<file path="config.mk">
export PLATFORM = sky130hd
export DESIGN_NAME = plc_timer_bank
export DESIGN_NICKNAME = d
export VERILOG_FILES = /design/src/sv/plctb_pkg.sv /design/src/sv/plctb_eval.sv /design/src/sv/plc_timer_bank.sv
export SDC_FILE = /design/constraint.sdc
export NUM_CORES = 1
export LEC_CHECK = 0
export BUFFER_PORTS_ARGS = -buffer_cell sky130_fd_sc_hd__buf_4
export CORE_ASPECT_RATIO = 0.8
export CORE_MARGIN = 2
export CORE_UTILIZATION = 55
export DETAILED_ROUTE_END_ITERATION = 7
export MAX_ROUTING_LAYER = met4
export PLACE_DENSITY = 0.72
export SYNTH_ARGS = -nofsm -noshare
export SYNTH_HDL_FRONTEND = slang
export SYNTH_SLANG_ARGS = --single-unit
</file>
<file path="constraint.sdc">
create_clock -name i_clk -period 14.7 [get_ports i_clk]
set_clock_uncertainty 0.2 [all_clocks]
set_input_delay 0.735 -clock i_clk [delete_from_list [all_inputs] [get_ports i_clk]]
set_output_delay 0.735 -clock i_clk [all_outputs]
set_load 0.05 [all_outputs]
</file>
<file path="src/sv/plctb_pkg.sv">
// shared types and constants of the plc timer bank
package plctb_pkg;

    localparam int unsigned MODE_W  = 3;
    localparam int unsigned INDEX_W = 4;
    localparam int unsigned TIME_W  = 32;

    // timer modes, codes above impulse are invalid
    typedef enum logic [MODE_W-1:0] {
        MODE_ON_DELAY  = 3'd0,
        MODE_OFF_DELAY = 3'd1,
        MODE_FLASHER   = 3'd2,
        MODE_CLK_PULSE = 3'd3,
        MODE_IMPULSE   = 3'd4
    } t_mode;

    // per-timer state
    typedef struct packed {
        logic [TIME_W-1:0] start_time;
        logic              phase_flag;
    } t_tmr_state;

endpackage

</file>
<file path="src/sv/plctb_eval.sv">
// next-state and output logic of one timer access
module plctb_eval (
    input  logic [plctb_pkg::MODE_W-1:0] i_mode,
    input  logic                         i_level,
    input  logic [plctb_pkg::TIME_W-1:0] i_delay_us,
    input  logic [plctb_pkg::TIME_W-1:0] i_now_us,
    input  plctb_pkg::t_tmr_state        i_cur,
    output plctb_pkg::t_tmr_state        o_next,
    output logic                         o_write,
    output logic                         o_timer_out
);
    import plctb_pkg::*;

    logic [TIME_W-1:0] deadline;
    logic              expired;

    // deadline wraps at 32 bits, also the advanced start time
    assign deadline = i_cur.start_time + i_delay_us;
    assign expired  = i_now_us >= deadline;

    always_comb begin
        o_next      = i_cur;
        o_write     = 1'b1;
        o_timer_out = 1'b0;
        unique case (t_mode'(i_mode))
            MODE_ON_DELAY: begin
                if (!i_level) begin
                    o_next.start_time = i_now_us;
                end else begin
                    o_timer_out = expired;
                end
            end
            MODE_OFF_DELAY: begin
                if (i_level) begin
                    o_next.start_time = i_now_us;
                    o_timer_out       = 1'b1;
                end else begin
                    o_timer_out = !expired;
                end
            end
            MODE_FLASHER: begin
                if (!i_level) begin
                    o_next.start_time = i_now_us;
                    o_next.phase_flag = 1'b0;
                end else if (expired) begin
                    o_next.phase_flag = !i_cur.phase_flag;
                    o_next.start_time = deadline;
                    o_timer_out       = i_cur.phase_flag;
                end else begin
                    o_timer_out = !i_cur.phase_flag;
                end
            end
            MODE_CLK_PULSE: begin
                if (!i_level) begin
                    o_next.start_time = i_now_us;
                    o_next.phase_flag = 1'b0;
                end else if (!i_cur.phase_flag) begin
                    o_next.phase_flag = 1'b1;
                    o_timer_out       = 1'b1;
                end else if (expired) begin
                    o_next.start_time = deadline;
                    o_timer_out       = 1'b1;
                end
            end
            MODE_IMPULSE: begin
                if (!i_level && !i_cur.phase_flag) begin
                    o_next.start_time = i_now_us;
                end else begin
                    // flag set now or already running
                    o_next.phase_flag = !expired;
                    o_timer_out       = !expired;
                end
            end
            default: begin
                o_write = 1'b0;
            end
        endcase
    end

endmodule

</file>
<file path="src/sv/plc_timer_bank.sv">
// plc timer bank top level: input register, timer state array, result register
// result strobe o_done comes from the result register, behind the input register
// throughput: one item per cycle, busy is never raised
// the state written by one item is seen by the item right behind it
// reset (synchronous, active low) clears all start times and phase flags
// and the pipeline valid bits; results cannot be stalled by the receiver
module plc_timer_bank #(
    parameter int unsigned TIMER_COUNT = 16
) (
    input  logic                          i_clk,
    input  logic                          i_rst_n,
    input  logic                          start,
    output logic                          busy,
    input  logic [plctb_pkg::MODE_W-1:0]  i_mode,
    input  logic [plctb_pkg::INDEX_W-1:0] i_timer_index,
    input  logic                          i_level,
    input  logic [plctb_pkg::TIME_W-1:0]  i_delay_us,
    input  logic [plctb_pkg::TIME_W-1:0]  i_now_us,
    output logic                          o_done,
    output logic                          o_timer_out
);
    import plctb_pkg::*;

    // only indexes below 2**INDEX_W can be addressed, so storage stops there
    localparam int unsigned DEPTH = (TIMER_COUNT < (1 << INDEX_W)) ?
                                    TIMER_COUNT : (1 << INDEX_W);
    localparam int unsigned ADDR_W = (DEPTH > 1) ? $clog2(DEPTH) : 1;
    localparam logic [INDEX_W:0] INDEX_LIMIT = (INDEX_W + 1)'(DEPTH);

    // input stage
    logic                  r_v1;
    logic [MODE_W-1:0]     r_mode;
    logic [INDEX_W-1:0]    r_idx;
    logic                  r_level;
    logic [TIME_W-1:0]     r_delay;
    logic [TIME_W-1:0]     r_now;

    // timer state array, reset to zero
    t_tmr_state            r_state [DEPTH];

    // result stage
    logic                  r_done;
    logic                  r_out;

    logic                  in_range;
    logic [ADDR_W-1:0]     addr;
    t_tmr_state            cur;
    t_tmr_state            n_state;
    logic                  eval_write;
    logic                  eval_out;
    logic                  n_out;

    // no back-pressure: every start is taken
    assign busy = 1'b0;

    // out-of-range index gives low and leaves the bank alone
    assign in_range = {1'b0, r_idx} < INDEX_LIMIT;
    assign addr     = ADDR_W'(r_idx);
    assign cur      = in_range ? r_state[addr] : '0;

    plctb_eval u_eval (
        .i_mode      (r_mode),
        .i_level     (r_level),
        .i_delay_us  (r_delay),
        .i_now_us    (r_now),
        .i_cur       (cur),
        .o_next      (n_state),
        .o_write     (eval_write),
        .o_timer_out (eval_out)
    );

    assign n_out = in_range & eval_out;

    // pipeline control and state update
    always_ff @(posedge i_clk) begin
        if (!i_rst_n) begin
            r_v1   <= 1'b0;
            r_done <= 1'b0;
            for (int i = 0; i < DEPTH; i++) begin
                r_state[i] <= '0;
            end
        end else begin
            r_v1   <= start & !busy;
            r_done <= r_v1;
            if (r_v1 && in_range && eval_write) begin
                r_state[addr] <= n_state;
            end
        end
    end

    // payload registers, no reset needed
    always_ff @(posedge i_clk) begin
        if (start && !busy) begin
            r_mode  <= i_mode;
            r_idx   <= i_timer_index;
            r_level <= i_level;
            r_delay <= i_delay_us;
            r_now   <= i_now_us;
        end
        r_out <= n_out;
    end

    // output bit is low outside the strobe cycle
    assign o_done      = r_done;
    assign o_timer_out = r_done & r_out;

endmodule

</file>
==> results_dict.tcl <==
set metrics [dict create \
    status "complete, but fails checks" \
    failing_checks "capacitance limit, slew limit" \
    synth_area_leaders "sky130_fd_sc_hd__edfxtp_1 61%, sky130_fd_sc_hd__mux4_2 10%, sky130_fd_sc_hd__nor2_1 7.2%" \
    synth.net_count 2369 \
    synth_cell_types 79 \
    cts.clk_slew.worst_paths_ns 0.07 \
    register_to_register_path_setup_slack_ns 4.18 \
    filler_cell_count 3977 \
    whs_path_depth 1 \
    drt-total-wl_mm 84.69 \
    crit_path_start_kind "flop" \
    number_of_cell_rows 75 \
    place_worst_setup_slack_ns 4.314 \
    total_placed_instance_area_mm2 0.03068 \
    clock_tree.htree_level_count 2 \
    postSynth.topFlopCell "sky130_fd_sc_hd__edfxtp_1" \
    chipHeight_um 211.1 \
    async_flop_share_pct 0 \
    io_buffers 76 \
    antenna_violating_nets_post_route 0 \
    hpwlAfterDp_mm 48.69 \
    ys_ff_latch 607 \
    grt_pass1_wl_mm 124.7 \
    tritoncts "built" \
    place_congestion 0.9111 \
    pin_count 78 \
    layout.nets 2397 \
    synth_enable_flop_cells 600 \
    die_area_mm2 0.05548 \
    min_delay_worst_endpoint "r_delay[14]" \
    post_cts_hold_buffer_count 0 \
    area_growth_pct 10.27 \
    finalWorstSetupSlack_ns 4.182 \
    grt_overflow 0 \
    post_cts_resize_count 0 \
    seq_total_area_yosys_pct 61.59 \
    arrival_ns 10.64 \
    r2r_end "r_state[7][30]" \
    core_region_area_mm2 0.05274 \
    clk_latency_worst_skew_pair_ns 0.64 \
    critical-path-slowest-cell "sky130_fd_sc_hd__a2111oi_0" \
    synthDominantAreaCellType "sky130_fd_sc_hd__edfxtp_1" \
    synth_area_mm2 0.02948 \
    cp_top_family "compound AO/OA/AOI/OAI gates" \
    cellLeakagePower_uw 0.01165 \
    setup_violations 0 \
    number_of_antenna_violations_at_the_first_check_in_global_routing 0 \
    overall_global_routing_usage_pct 31.70 \
    final_cell_mix "600 x sky130_fd_sc_hd__edfxtp_1, 569 x sky130_fd_sc_hd__nor2_1, 139 x sky130_fd_sc_hd__buf_4" \
    hold_path_class "in2reg" \
    critical_path_class "reg2reg" \
    max_stage_delay_ns 1.30 \
    yosys_warnings 0 \
    min_period_ns 10.52 \
    report.final.hold_viol_count 0 \
    postSynthCellCount 2229 \
    floorplan.initialDensity_pct 55.91 \
    relSlewSlack_pct -1.441 \
    fmax_mhz 95.08 \
    detail_route.drc_violations 0 \
    dr.first_iter.drc_count 2978 \
    number_of_buffers_on_the_longest_clock_path 3 \
    critPathMostFrequentCell "sky130_fd_sc_hd__nor3_1" \
    vdd_drop_max_mv 0.08422 \
    synthDominantCellAreaShare_pct 61.11 \
    worstPathBufferInverterCount 4 \
    fin_setup_tns_ns 0 \
    worst-path-max-fanout 55 \
    cellPowerDensity_mw_per_mm2 138.2 \
    cap_viol_max_count 1 \
    grt_setup_unrepaired "no" \
    final_max_slew_violation_count 1 \
    post_route_cells_drive_above_1_share_pct 17.43 \
    maximum_number_of_pins_on_one_net_before_global_route_repair 78 \
    detail_route.wl_per_cell_um 28.29 \
    antennaDiodeCount 0 \
    cts.root.buffer_cell "sky130_fd_sc_hd__clkbuf_16" \
    worstHoldStart "i_delay_us[14]" \
    setup.worst_path.end_class "flop" \
    die_w_um 262.9 \
    worst_r2r_path_depth 26 \
    timing.final.crit_share_pct 71.55 \
    route.vias.total 19920 \
    cts_setup_buffers 0 \
    dr.pass1.iters 6 \
    cts_made_buffers 58 \
    syn_avg_cell_area_um2 13.23 \
    timing_worst_slew_pin_value_ns 1.483 \
    worst_ep_required_time_ns 14.82 \
    design_area_mm2 0.03251 \
    vias_per_cell 6.654 \
    grt_pass1_vias 19580 \
    clock_sink_count 607 \
    layout_commonest_cell "sky130_fd_sc_hd__edfxtp_1" \
]
## where the power goes
group | internal (uW) | switching [uW]
clock | 813 | 654
sequential | 1980 | 50.4
combinational | 348 | 654
## cells in the mapped netlist, drive strengths merged (16+ instances only)
library cell  count
a21o             28
a21oi           106
buf              71
clkbuf          100
edfxtp          600
ha               64
inv              22
mux2i            20
mux4            155
nand2           113
nand3            20
nand4            16
nor2            571
nor3             17
o211ai           24
o21ai            83
## worst reg2reg max path, stage by stage, from the launching register on
cell	delay (ns)
sky130_fd_sc_hd__dfxtp_4	1.10
sky130_fd_sc_hd__buf_4	0.89
sky130_fd_sc_hd__mux4_1	0.47
sky130_fd_sc_hd__mux2i_1	0.09
sky130_fd_sc_hd__mux2_2	0.41
sky130_fd_sc_hd__inv_1	0.13
sky130_fd_sc_hd__ha_1	0.20
sky130_fd_sc_hd__inv_1	0.07
sky130_fd_sc_hd__fa_1	0.43
sky130_fd_sc_hd__nor2b_1	0.16
sky130_fd_sc_hd__o211ai_1	0.17
sky130_fd_sc_hd__a2111oi_0	1.30
sky130_fd_sc_hd__nor3_1	0.28
sky130_fd_sc_hd__a21oi_1	0.23
sky130_fd_sc_hd__nor3_1	0.07
sky130_fd_sc_hd__xor2_1	0.18
sky130_fd_sc_hd__ha_1	0.31
sky130_fd_sc_hd__nand4_1	0.16
sky130_fd_sc_hd__nor3_1	0.23
sky130_fd_sc_hd__nand2_1	0.08
sky130_fd_sc_hd__o2111ai_1	0.08
sky130_fd_sc_hd__a31o_2	0.38
sky130_fd_sc_hd__clkinv_1	0.69
sky130_fd_sc_hd__nor2_1	0.55
sky130_fd_sc_hd__o21bai_1	0.15
sky130_fd_sc_hd__a221oi_2	1.05
sky130_fd_sc_hd__nor2_1	0.13
## per-stage QoR
step	total power, uW	util [%]	cells	hold slack [ns]
2_1_floorplan	2727	-	2229	0.2206
3_3_place_gp	3018	58.17	2890	0.2999
3_5_place_dp	3037	58.17	2890	0.3002
4_1_cts	4487	61.64	2993	0.05202
5_1_grt	4659	61.64	2993	0.06002
6_report	4494	61.64	2993	0.07652
## per-layer routing
metal	wire [um]	track usage, %
met2	39610	49.84
met1	31770	41.66
met5	0	-
met4	3047	10.94
met3	10260	6.622
## logic make-up (layout without fill, tap and decap cells)
group / count (synthesis) / after routing / synth area share, %
AOI/OAI and AO/OA: 360 / 360 / 7.881
xor gates and xnor gates: 25 / 25 / 0.7427
adders and majority gates: 65 / 65 / 2.784
buffers and inverters: 194 / 265 / 3.017
DFF: 607 / 607 / 61.59
muxes: 181 / 181 / 12.99
other: 1 / 1 / 0.01272
and+or+nand+nor: 796 / 796 / 10.99
## sequential cells by signal, summed over array words and instances (netlist names), named ones only
register	count
r_delay	32
addr	4
r_v1	1
r_state	528
r_level	1
o_done	1
r_mode	3
r_out	1
r_now	32
## how the worst max path moves through the flow
stage / start / end / depth (start not counted)
2_1_floorplan: flop / r_state[1][0] / 28
3_3_place_gp: flop / r_state[6][30] / 26
3_5_place_dp: flop / r_state[7][30] / 26
4_1_cts: flop / r_state[7][30] / 26
5_1_grt: flop / r_state[7][30] / 26
6_report: flop / r_state[7][30] / 26
## final cells by class
class	count	area, um^2	area share, %
tap	693	867.1	2.667
inverter	23	86.33	0.2656
clock buffer	71	1500	4.615
timing repair buffer	139	1044	3.210
sequential	607	18170	55.89
multi-input combinational	1428	10510	32.33
clock inverter	32	332.8	1.024
No activity file was read; power rests on OpenSTA's default activity.
